<file path="config.mk">
export PLATFORM = sky130hd
export DESIGN_NAME = ordered_coordinate_set
export DESIGN_NICKNAME = d
export VERILOG_FILES = /design/src/rtl/core/ocs_pkg.sv /design/src/rtl/core/ocs_cell.sv /design/src/rtl/core/ocs_mod.sv /design/src/rtl/core/ordered_coordinate_set.sv
export SDC_FILE = /design/constraint.sdc
export NUM_CORES = 2
export LEC_CHECK = 0
export BUFFER_PORTS_ARGS = -buffer_cell sky130_fd_sc_hd__buf_2
export CAP_MARGIN = 20
export CORE_MARGIN = 1.5
export CORE_UTILIZATION = 58
export CTS_CLUSTER_DIAMETER = 200
export DETAILED_ROUTE_END_ITERATION = 16
export PLACE_DENSITY = 0.74
export SYNTH_ARGS = -nofsm -noshare
export SYNTH_HDL_FRONTEND = slang
export SYNTH_SLANG_ARGS = --single-unit
</file>
<file path="constraint.sdc">
create_clock -name clk -period 4.1 [get_ports clk]
set_clock_uncertainty 0.15 [all_clocks]
set_input_delay 0.41 -clock clk [delete_from_list [all_inputs] [get_ports clk]]
set_output_delay 0.41 -clock clk [all_outputs]
set_load 0.01 [all_outputs]
</file>
<file path="src/rtl/core/ocs_pkg.sv">
// ----------------------------------------------------------------------------
// ocs_pkg
// Shared types and codes for the ordered coordinate set: transaction payloads,
// operation and status codes, and the control word of one storage cell.
// ----------------------------------------------------------------------------
package ocs_pkg;

  // Fixed field widths of the transaction payloads
  localparam int XY_W    = 8;
  localparam int POS_W   = 6;
  localparam int CNTO_W  = 7;
  localparam int RND_W   = 16;
  localparam int OP_W    = 3;
  localparam int STAT_W  = 3;

  // Operation codes
  localparam logic [OP_W-1:0] OP_INSERT = 3'd0;
  localparam logic [OP_W-1:0] OP_REMOVE = 3'd1;
  localparam logic [OP_W-1:0] OP_FIND   = 3'd2;
  localparam logic [OP_W-1:0] OP_READ   = 3'd3;
  localparam logic [OP_W-1:0] OP_PICK   = 3'd4;

  // Status codes
  localparam logic [STAT_W-1:0] STAT_OK       = 3'd0;
  localparam logic [STAT_W-1:0] STAT_PRESENT  = 3'd1;
  localparam logic [STAT_W-1:0] STAT_NOTFOUND = 3'd2;
  localparam logic [STAT_W-1:0] STAT_FULL     = 3'd3;
  localparam logic [STAT_W-1:0] STAT_RANGE    = 3'd4;

  typedef struct packed {
    logic [OP_W-1:0]  op;
    logic [XY_W-1:0]  coord_x;
    logic [XY_W-1:0]  coord_y;
    logic [POS_W-1:0] entry_index;
    logic [RND_W-1:0] random_value;
  } ocs_in_t;

  typedef struct packed {
    logic [STAT_W-1:0] status;
    logic              found;
    logic [POS_W-1:0]  position;
    logic [XY_W-1:0]   out_x;
    logic [XY_W-1:0]   out_y;
    logic [CNTO_W-1:0] count;
    logic              is_empty;
  } ocs_out_t;

  // Per-cell control: take the neighbor's entry, or load the write data
  typedef struct packed {
    logic shift;
    logic load;
  } cell_ctrl_t;

endpackage

</file>
<file path="src/rtl/core/ocs_cell.sv">
// ----------------------------------------------------------------------------
// ocs_cell
// One storage cell of the entry ring: holds one (x,y) point and either takes
// its upper neighbor's point or loads a new point, and holds its point otherwise.
// ----------------------------------------------------------------------------
module ocs_cell #(
  parameter int W = 8
) (
  input  logic               clk,
  input  ocs_pkg::cell_ctrl_t ctrl,
  input  logic [W-1:0]       nb_x,
  input  logic [W-1:0]       nb_y,
  input  logic [W-1:0]       wr_x,
  input  logic [W-1:0]       wr_y,
  output logic [W-1:0]       x,
  output logic [W-1:0]       y
);
  import ocs_pkg::*;

  logic [W-1:0] x_r;
  logic [W-1:0] y_r;

  // Advance from the neighbor, load a new point, or hold
  always_ff @(posedge clk) begin
    if (ctrl.shift) begin
      x_r <= nb_x;
      y_r <= nb_y;
    end else if (ctrl.load) begin
      x_r <= wr_x;
      y_r <= wr_y;
    end
  end

  assign x = x_r;
  assign y = y_r;

endmodule

</file>
<file path="src/rtl/core/ocs_mod.sv">
// ----------------------------------------------------------------------------
// ocs_mod
// Restoring remainder unit: reduces a 16-bit value modulo the entry count,
// one dividend bit per cycle.
// ----------------------------------------------------------------------------
module ocs_mod #(
  parameter int DW = 7
) (
  input  logic                     clk,
  input  logic                     rst_n,
  input  logic                     start,
  input  logic [ocs_pkg::RND_W-1:0] dividend,
  input  logic [DW-1:0]            divisor,
  output logic                     done,
  output logic [DW-1:0]            rem
);
  import ocs_pkg::*;

  localparam int STEP_W = $clog2(RND_W);

  logic              busy_r;
  logic              done_r;
  logic [STEP_W-1:0] step_r;
  logic [RND_W-1:0]  dvd_r;
  logic [DW-1:0]     dvs_r;
  logic [DW-1:0]     rem_r;
  logic [DW:0]       trial;
  logic [DW:0]       diff;
  logic [DW-1:0]     rem_nxt;

  // Shift in the next dividend bit and subtract when it fits
  always_comb begin
    trial   = {rem_r, dvd_r[RND_W-1]};
    diff    = trial - {1'b0, dvs_r};
    rem_nxt = (trial >= {1'b0, dvs_r}) ? diff[DW-1:0] : trial[DW-1:0];
  end

  // Control: run one step per cycle for every dividend bit
  always_ff @(posedge clk) begin
    if (!rst_n) begin
      busy_r <= 1'b0;
      done_r <= 1'b0;
      step_r <= '0;
    end else begin
      done_r <= 1'b0;
      if (start) begin
        busy_r <= 1'b1;
        step_r <= '0;
      end else if (busy_r) begin
        step_r <= step_r + 1'b1;
        if (step_r == STEP_W'(RND_W - 1)) begin
          busy_r <= 1'b0;
          done_r <= 1'b1;
        end
      end
    end
  end

  // Datapath
  always_ff @(posedge clk) begin
    if (start) begin
      dvd_r <= dividend;
      dvs_r <= divisor;
      rem_r <= '0;
    end else if (busy_r) begin
      dvd_r <= {dvd_r[RND_W-2:0], 1'b0};
      rem_r <= rem_nxt;
    end
  end

  assign done = done_r;
  assign rem  = rem_r;

endmodule

</file>
<file path="src/rtl/core/ordered_coordinate_set.sv">
// Flow: insert, remove, find and read turn the ring once and then raise the result in the
//   update step; random pick computes the remainder first; unused codes go straight to update.
// One transaction at a time: the next is accepted only after the update step of the last.
// A new transaction is accepted while the previous result waits in the output register;
//   the update step stalls while that register is still full.
// Reset clears the entry count, the controller and the output valid; points are not cleared.
// ----------------------------------------------------------------------------
// ordered_coordinate_set
// Insertion-ordered set of distinct (x,y) points kept in a ring of cells that
// rotates once per transaction for search, read and pick.
// ----------------------------------------------------------------------------
module ordered_coordinate_set #(
  parameter int CAPACITY   = 64,
  parameter int COORD_BITS = 8
) (
  input  logic              clk,
  input  logic              rst_n,
  input  logic              in_valid,
  output logic              in_ready,
  input  ocs_pkg::ocs_in_t  in_data,
  output logic              out_valid,
  input  logic              out_ready,
  output ocs_pkg::ocs_out_t out_data
);
  import ocs_pkg::*;

  localparam int CW    = (COORD_BITS < XY_W) ? COORD_BITS : XY_W;
  localparam int IDX_W = $clog2(CAPACITY);
  localparam int CNT_W = $clog2(CAPACITY + 1);
  localparam int CMP_W = CNT_W + POS_W;

  typedef enum logic [3:0] {
    ST_IDLE = 4'b0001,
    ST_MOD  = 4'b0010,
    ST_SCAN = 4'b0100,
    ST_UPD  = 4'b1000
  } state_t;

  state_t            state_r, state_nxt;
  logic [CNT_W-1:0]  count_r, count_nxt;
  logic [IDX_W-1:0]  scan_i_r;
  logic [OP_W-1:0]   op_r;
  logic [CW-1:0]     key_x_r, key_y_r;
  logic [CMP_W-1:0]  tgt_r;
  logic              hit_r;
  logic [IDX_W-1:0]  hpos_r;
  logic [CW-1:0]     cap_x_r, cap_y_r;
  logic              out_valid_r;
  ocs_out_t          out_data_r;
  ocs_out_t          res;

  logic in_fire, upd_fire, mod_start, mod_done;
  logic do_load, do_close;
  logic [CNT_W-1:0] mod_rem;
  logic [CW-1:0]    cell_x [CAPACITY];
  logic [CW-1:0]    cell_y [CAPACITY];
  logic             head_match;

  assign in_ready  = (state_r == ST_IDLE);
  assign in_fire   = in_valid && in_ready;
  assign upd_fire  = (state_r == ST_UPD) && (!out_valid_r || out_ready);
  assign mod_start = in_fire && (in_data.op == OP_PICK);

  // Remainder unit for the random pick
  ocs_mod #(.DW(CNT_W)) u_mod (
    .clk      (clk),
    .rst_n    (rst_n),
    .start    (mod_start),
    .dividend (in_data.random_value),
    .divisor  (count_r),
    .done     (mod_done),
    .rem      (mod_rem)
  );

  // Ring of cells: cell k takes from cell k+1, the top cell from cell 0
  for (genvar k = 0; k < CAPACITY; k++) begin : g_cell
    localparam int NB = (k == CAPACITY - 1) ? 0 : k + 1;
    cell_ctrl_t ctrl;
    always_comb begin
      ctrl.shift = (state_r == ST_SCAN) || (do_close && (IDX_W'(k) >= hpos_r));
      ctrl.load  = do_load && (CNT_W'(k) == count_r);
    end
    ocs_cell #(.W(CW)) u_cell (
      .clk  (clk),
      .ctrl (ctrl),
      .nb_x (cell_x[NB]),
      .nb_y (cell_y[NB]),
      .wr_x (key_x_r),
      .wr_y (key_y_r),
      .x    (cell_x[k]),
      .y    (cell_y[k])
    );
  end

  // Compare the entry at the head of the ring with the key
  assign head_match = (cell_x[0] == key_x_r) && (cell_y[0] == key_y_r) &&
                      (CNT_W'(scan_i_r) < count_r);

  // Form the result and the state update for the current transaction
  always_comb begin
    res       = '0;
    count_nxt = count_r;
    do_load   = 1'b0;
    do_close  = 1'b0;
    case (op_r)
      OP_INSERT: begin
        if (hit_r) begin
          res.status   = STAT_PRESENT;
          res.found    = 1'b1;
          res.position = POS_W'(hpos_r);
        end else if (count_r == CNT_W'(CAPACITY)) begin
          res.status = STAT_FULL;
        end else begin
          res.position = POS_W'(count_r);
          count_nxt    = count_r + 1'b1;
          do_load      = upd_fire;
        end
      end
      OP_REMOVE: begin
        if (hit_r) begin
          res.found    = 1'b1;
          res.position = POS_W'(hpos_r);
          count_nxt    = count_r - 1'b1;
          do_close     = upd_fire;
        end else begin
          res.status = STAT_NOTFOUND;
        end
      end
      OP_FIND: begin
        if (hit_r) begin
          res.found    = 1'b1;
          res.position = POS_W'(hpos_r);
        end else begin
          res.status = STAT_NOTFOUND;
        end
      end
      OP_READ: begin
        if (tgt_r < CMP_W'(count_r)) begin
          res.position = POS_W'(tgt_r);
          res.out_x    = XY_W'(cap_x_r);
          res.out_y    = XY_W'(cap_y_r);
        end else begin
          res.status = STAT_RANGE;
        end
      end
      OP_PICK: begin
        if (count_r == '0) begin
          res.status = STAT_RANGE;
        end else begin
          res.position = POS_W'(tgt_r);
          res.out_x    = XY_W'(cap_x_r);
          res.out_y    = XY_W'(cap_y_r);
        end
      end
      default: ;
    endcase
    res.count    = CNTO_W'(count_nxt);
    res.is_empty = (count_nxt == '0);
  end

  // Next state
  always_comb begin
    state_nxt = state_r;
    case (state_r)
      ST_IDLE: begin
        if (in_fire) begin
          if (in_data.op == OP_PICK) begin
            state_nxt = ST_MOD;
          end else if (in_data.op == OP_INSERT || in_data.op == OP_REMOVE ||
                       in_data.op == OP_FIND || in_data.op == OP_READ) begin
            state_nxt = ST_SCAN;
          end else begin
            state_nxt = ST_UPD;
          end
        end
      end
      ST_MOD:  if (mod_done) state_nxt = ST_SCAN;
      ST_SCAN: if (scan_i_r == IDX_W'(CAPACITY - 1)) state_nxt = ST_UPD;
      ST_UPD:  if (upd_fire) state_nxt = ST_IDLE;
      default: state_nxt = ST_IDLE;
    endcase
  end

  // Control registers
  always_ff @(posedge clk) begin
    if (!rst_n) begin
      state_r     <= ST_IDLE;
      count_r     <= '0;
      out_valid_r <= 1'b0;
    end else begin
      state_r <= state_nxt;
      if (upd_fire) begin
        count_r     <= count_nxt;
        out_valid_r <= 1'b1;
      end else if (out_ready) begin
        out_valid_r <= 1'b0;
      end
    end
  end

  // Transaction registers, scan walk and captures
  always_ff @(posedge clk) begin
    if (in_fire) begin
      op_r     <= in_data.op;
      key_x_r  <= CW'(in_data.coord_x);
      key_y_r  <= CW'(in_data.coord_y);
      tgt_r    <= CMP_W'(in_data.entry_index);
      scan_i_r <= '0;
      hit_r    <= 1'b0;
      hpos_r   <= '0;
    end
    if (state_r == ST_MOD && mod_done) begin
      tgt_r <= CMP_W'(mod_rem);
    end
    if (state_r == ST_SCAN) begin
      scan_i_r <= scan_i_r + 1'b1;
      if (head_match && !hit_r) begin
        hit_r  <= 1'b1;
        hpos_r <= scan_i_r;
      end
      if (CMP_W'(scan_i_r) == tgt_r) begin
        cap_x_r <= cell_x[0];
        cap_y_r <= cell_y[0];
      end
    end
    if (upd_fire) begin
      out_data_r <= res;
    end
  end

  assign out_valid = out_valid_r;
  assign out_data  = out_data_r;

  // Checks
  a_count_cap: assert property (@(posedge clk) disable iff (!rst_n)
    count_r <= CNT_W'(CAPACITY))
    else $error("entry count above capacity");

  a_out_from_upd: assert property (@(posedge clk) disable iff (!rst_n)
    $rose(out_valid_r) |-> $past(state_r == ST_UPD))
    else $error("result raised outside the update step");

  a_scan_end: assert property (@(posedge clk) disable iff (!rst_n)
    (state_r == ST_SCAN && scan_i_r == IDX_W'(CAPACITY - 1)) |=> (state_r == ST_UPD))
    else $error("ring turn did not end in the update step");

  a_count_upd: assert property (@(posedge clk) disable iff (!rst_n)
    ($past(rst_n) && count_r != $past(count_r)) |-> $past(upd_fire))
    else $error("entry count changed outside an update");

  a_mod_done: assert property (@(posedge clk) disable iff (!rst_n)
    mod_done |-> (state_r == ST_MOD))
    else $error("remainder finished outside the modulo step");

endmodule
</file>
# [Word-level counts from Yosys, hierarchy flattened]
# Cells that the tools add are included.
# Widths: inputs -> output; s select.
[classes] addsub=5 order_cmp=67 n_eq_ne=85 n_mux=306 bitwise_logic=2 n_reduce_logical=282
[ops] operator="$mux 8" n=256
[ops] operator="$eq 6x7->1 const A" n=32
[ops] operator="$ge 6x6->1 const A" n=32
[ops] operator="$reduce_bool 2->1" n=68
[ops] operator="$logic_and 1x1->1" n=135
[ops] operator="$eq 5x7->1 const A" n=16
[ops] operator="$ge 5x6->1 const A" n=16
[ops] operator="$logic_or 1x1->1" n=68
[ops] operator="$eq 4x7->1 const A" n=8
[ops] operator="$mux 7" n=7
[ops] operator="$ge 4x6->1 const A" n=8
[ops] operator="$mux 22" n=2
[ops] operator="$mux 6" n=7
[ops] operator="$mux 16" n=2
[ops] operator="$pmux 16 s2" n=1
[ops] operator="$eq 3x7->1 const A" n=4
[ops] operator="$ge 3x6->1 const A" n=4
[ops] operator="$mux 4" n=6
[ops] operator="$pmux 6 s4" n=1
[ops] operator="$eq 8x8->1" n=2
[ops] operator="$pmux 4 s4" n=1
[ops] operator="$mux 1" n=15
[ops] operator="$eq 2x7->1 const A" n=2
[ops] operator="$logic_not 7->1" n=2
[ops] operator="35 further kinds" n=52
[word_totals] ff_bits=1161 inputBits=45 out_inout_bits=36 wordCells=900

# [Logic depth before layout (Yosys ltp)]
[logic_depth] ltp_word=9 depth_mapped=10

# [Modules after synthesis]
# Synthesis repeated with hierarchy kept, for this count alone.
[hier_totals] hier_cells=3054 hier_area_um2=54815.1
[modules_own_cells] mod="ocs_cell" n_inst=64 cells_each=35 area_each_um2=732.0
[modules_own_cells] mod="ordered_coordinate_set" n_inst=1 cells_each=652 area_each_um2=6102.1
[modules_own_cells] mod="ocs_mod" n_inst=1 cells_each=162 area_each_um2=1868.0

# [Worst setup path before layout]
# Ideal clock, no wire load.
[synth_path] path_type="register to register" from="reg state_r[0]" to="reg g_cell[17].u_cell.x_r[0], enable pin" arrival_time_ns=3.031 t_required_ns=3.539 path_slack_ns=0.508 stages_incl_launch_ff=8 n_path_buf=2 synth_period_minus_slack_ns=3.592 cell_sequence="dfxtp_1 or4b_1 clkbuf_1 nor2_1 nand2_1 or3_1 clkbuf_1 o21ai_0"
[synth_via] elab_chain_cells=7 elab_cells_between_ends=12
[synth_rtl] item="from (decl)" line="ordered_coordinate_set.sv:39" text="state_t state_r, state_nxt;"
[synth_rtl] item="from (signal assigned)" line="ordered_coordinate_set.sv:191" text="state_r <= state_nxt;"
[synth_rtl] item="$eq 4x4->1" line="ordered_coordinate_set.sv:61" text="assign upd_fire = (state_r == ST_UPD) && (!out_valid_r || out_ready);"
[synth_rtl] item="$logic_and 1x1->1" line="ordered_coordinate_set.sv:61"
[synth_rtl] item="$mux 1, on equally long branches" line="ordered_coordinate_set.sv:111, ordered_coordinate_set.sv:120"
[synth_rtl] item="$mux 1, on equally long branches" line="ordered_coordinate_set.sv:107, ordered_coordinate_set.sv:105"
[synth_rtl] item="$mux 1 / $logic_and 1x1->1 (equally long branches)" line="ordered_coordinate_set.sv:105, ordered_coordinate_set.sv:80"
[synth_rtl] item="$logic_and 1x1->1 / $logic_or 1x1->1 (equally long branches)" line="ordered_coordinate_set.sv:81, ordered_coordinate_set.sv:80"
[synth_rtl] item="$reduce_bool 2->1 (no line) *"
[synth_rtl] item="to (signal assigned)" line="ocs_cell.sv:26" text="x_r <= nb_x;"
[synth_rtl] item="to (signal assigned)" line="ocs_cell.sv:29" text="x_r <= wr_x;"
[synth_rtl] item="to (decl)" line="ocs_cell.sv:20" text="logic [W-1:0] x_r;"
# Mark *: on every way between the ends. The rest lies on a longest branch, timed or not.
# A chain may end at the register's enable or synchronous reset.

# [Worst setup path after layout]
[layout_path] from="reg count_r[0]" to="reg g_cell[46].u_cell.x_r[6], enable pin"
[layout_via] elab_chain_cells=6 elab_cells_between_ends=7
[layout_rtl] item="from (decl)" line="ordered_coordinate_set.sv:40" text="logic [CNT_W-1:0] count_r, count_nxt;"
[layout_rtl] item="from (signal assigned)" line="ordered_coordinate_set.sv:193" text="count_r <= count_nxt;"
[layout_rtl] item="$eq 7x7->1" line="ordered_coordinate_set.sv:111" text="end else if (count_r == CNT_W'(CAPACITY)) begin"
[layout_rtl] item="$mux 1" line="ordered_coordinate_set.sv:111"
[layout_rtl] item="$mux 1" line="ordered_coordinate_set.sv:107" text="if (hit_r) begin"
[layout_rtl] item="$mux 1" line="ordered_coordinate_set.sv:105" text="case (op_r)"
[layout_rtl] item="$logic_and 1x1->1 *" line="ordered_coordinate_set.sv:81" text="ctrl.load = do_load && (CNT_W'(k) == count_r);"
[layout_rtl] item="$reduce_bool 2->1 (no line) *"
[layout_rtl] item="to (signal assigned)" line="ocs_cell.sv:26"
[layout_rtl] item="to (signal assigned)" line="ocs_cell.sv:29"
[layout_rtl] item="to (decl)" line="ocs_cell.sv:20"
# Marked as above.

==> results.md <==
* Worst-Skew Late Latency at 0.69 ns
* I/O Pins at 81
* End of the worst register-to-register path: g_cell[46].u_cell.x[6]
* CTS Buffer Depth at 3
* Synth Flop Type: edfxtp_1
* Count of final setup violators at 0
* TritonCTS Buffers at 115
* Clock sink total at 1,161
* Reg-to-Reg Start: count_r[0]
* Iter 0 DRT Violations at 2,659
* Port Buf Inserts at 80
* Syn avg cell area at 16.21 µm²
* Chip width at 299.4 µm
* Setup crit end kind: register
* Via-per-instance ratio at 6.126
* Max FO, Critical Path at 16
* Status: finished clean
* Seq/Total Area, Yosys at 67.78%
* Async set or reset register ratio after synthesis at 0%
* Die ar. at 89,650 µm²
* Root buf cell: clkbuf_16
* PwrDens at 600.6 nW/µm²
* WHS Path Cells at 3
* Ratio of final minimum period to clock period at 87.11%
* Slew HR at 28.62%
* Nets at 3,376
* Yosys reg bits at 1,161
* Largest net degree at the start of global routing at 65
* Critical Path RT at 4.31 ns
* Register clock-pin slew on the reported worst setup and hold paths at 0.06 ns
* Tightest Hold Check Type: in -> reg
* Final hold slack at 0.07181 ns
* Synthesis Warnings at 0
* Reg2reg setup slack at 0.53 ns
* Dpl hpwl at 71.72 mm
* Post-synth EDFFs at 1,129
* Startpoint types: register
* Layout cell share with drive strength beyond 1 at 42.23%
* Top cell family by delay on the critical path: simple AND/OR/NAND/NOR gates
* Syn Nets at 3,216
* Hold Startpoint: out_ready
* Worst-path cell chain: inv_1 -> ha_1 -> nand3_1 -> nand2_1 -> nor2_1 -> nand4_1 -> o21ai_1 -> buf_4
* Final Max Slew Viols at 0
* Mapped Area at 50,960 µm²
* Post-CTS resize count at 0
* WHS Endpoint: out_valid
* Worst-Margin Slew at 1.071 ns
* GP Congestion at 0.9410
* Placed cells at 4,297
* Bufs and invs on worst path at 2
* Fin util at 65.80%
* Number of global-route vias before repair at 28,604
* Crit-path max cell delay at 0.56 ns
* Crit path DAT at 3.78 ns
* First-pass GRT wire length at 177.6 mm
* Post-synth top area share at 66.53%
* GRT overflow at 0
* CTS tree: done
* Initial antenna violation count at 2
* Minimum clock period at 3.571 ns
* Final hold vios at 0
* Post-synthesis cell type count at 76
* Post-Route WL at 115.6 mm
* Fillcell total at 5,804
* Core Footprint at 86,890 µm²
* Num rows at 108
* Worst IR drop on VDD at 0.4236 mV
* Initial Util at 58.65%
* Synth area leaders: edfxtp_1 (67%), mux2_2 (22%), nand2_1 (1.8%)
* GR Util All Layers at 26.12%
* Post-synth top area cell: edfxtp_1
* WL/cell at 25.39 µm
* Finished Layout Cells at 4,554
* Crit-path slowest cell: nand4_1
* Die H at 299.4 µm
* DRC at 0
* Cells after Synth at 3,144
* Remaining antenna violation count at 0
* Max Cap Viol at 0
* Worst R2R Path Depth at 8
* Critical path class: reg -> reg
* Htree depth at 3
* Total leakage power at 19.45 nW
* Timing-limited maximum frequency at 0.2800 GHz
* Setup tns final at 0 ns
* 1st-pass router iterations at 6
* Vias at 27,896
* Syn-to-layout area delta at 12.20%
* RSZ-0062 raised after global routing: no
==> worst reg2reg max path, delay by kind of cell (launching register included) <==
kind	cells	cell delay, ns
AND/OR/NAND/NOR	4	1.29
buffers and inverters	2	0.50
adder cells (fa/ha/maj)	1	0.34
flip-flops	1	0.54
AO/OA/AOI/OAI	1	0.42
==> cell type report <==
cell class	instances	area, µm²	area share (%)
Clock buffer	134	3013	5.269
Tap cell	1155	1445	2.528
Antenna cell	1	2.502	0.004377
Multi-Input combinational cell	1717	15330	26.81
Timing Repair Buffer	278	2006	3.508
Clock inverter	77	719.4	1.258
Sequential cell	1161	34540	60.42
Inverter	31	116.4	0.2035
==> synthesized netlist by cell type, types with 7 or more instances <==
| library cell | count |
|---|---|
| nand2_1 | 248 |
| nor2b_1 | 12 |
| xor2_1 | 23 |
| o21ai_1 | 8 |
| nand2b_1 | 7 |
| xnor2_1 | 8 |
| clkbuf_1 | 159 |
| a31oi_1 | 10 |
| buf_2 | 63 |
| inv_1 | 30 |
| o21a_1 | 7 |
| nor4_1 | 7 |
| nor3_1 | 9 |
| nand4_1 | 8 |
| nand3_1 | 24 |
| edfxtp_1 | 1129 |
| a21oi_1 | 43 |
| o21ai_0 | 73 |
| and2_1 | 23 |
| o21ai_2 | 8 |
| a21oi_2 | 10 |
| mux2_2 | 981 |
| o21bai_1 | 13 |
| mux2i_1 | 11 |
| dfxtp_1 | 32 |
| nor2_1 | 61 |
| buf_4 | 9 |
| ha_1 | 26 |
==> flip-flops by register name (all words and copies together) (netlist names), 8 cells and up <==
| name | cells |
|---|---|
| g_cell.u_cell.x | 512 |
| g_cell.u_cell.y | 512 |
| out_data | 34 |
| u_mod.dvd_r | 16 |
| cap_x_r | 8 |
| cap_y_r | 8 |
| key_x_r | 8 |
| key_y_r | 8 |
==> metrics by stage <==
| step | setup WS [ns] | power, W | instance area (µm²) |
|---|---|---|---|
| floorplan | 0.5081 | 0.02168 | 50960 |
| global placement | 0.7410 | 0.02377 | 52980 |
| detailed placement | 0.6794 | 0.02401 | 52980 |
| CTS | 0.6400 | 0.03446 | 57150 |
| global route | 0.3189 | 0.03561 | 57170 |
| finish | 0.5286 | 0.03434 | 57180 |
==> metal layers <==
layer	up-vias	share of wire, %	GRT usage (%)
met5	-	0.034	0
met4	6	4.1	10.29
met3	269	7.2	5.023
met2	1081	48	41.98
met1	14277	40	35.43
li1	12263	-	-
==> where the power goes <==
group          internal, W  switching, W  total [W]
Sequential          0.0156      0.000653     0.0163
Clock              0.00595       0.00446     0.0104
Combinational      0.00350       0.00416    0.00767
Total               0.0251       0.00927     0.0343
==> worst max-delay path by stage <==
stage | from | end | slack (ns) | depth (start not counted)
global placement | count_r[0] | g_cell[46].u_cell.x[0] | 0.74 | 8
CTS | count_r[0] | g_cell[46].u_cell.x[6] | 0.64 | 8
detailed placement | count_r[0] | g_cell[46].u_cell.x[0] | 0.68 | 8
floorplan | state_r[0] | g_cell[17].u_cell.x[0] | 0.51 | 7
global route | count_r[0] | g_cell[46].u_cell.y[7] | 0.32 | 8
finish | count_r[0] | g_cell[46].u_cell.x[6] | 0.53 | 8
==> cells in the final DEF (no fill, tap or decap), drive strengths merged, types with 25 or more instances in the layout <==
cell,instances
dlygate4sd3,43
clkinv,50
nand2,249
ha,26
edfxtp,1129
inv,34
dfxtp,32
clkbuf,134
o21ai,90
a21oi,54
nor2,65
buf,235
mux2,983
nand3,25
==> kinds of logic after synthesis <==
group | synth area share [%]
DFF | 67.78
muxes | 21.94
and+or+nand+nor | 3.911
buffers and inverters | 2.180
AOI/OAI and AO/OA | 2.976
xor gates and xnor gates | 0.5328
adders and majority gates | 0.6776
==> timing repair <==
item / in CTS / in global routing
hold endpoints to repair: 54 / 0
hold buffers: 43 / 0
buffers inserted: 0 / 0
Power figures use the tool's default switching activity.
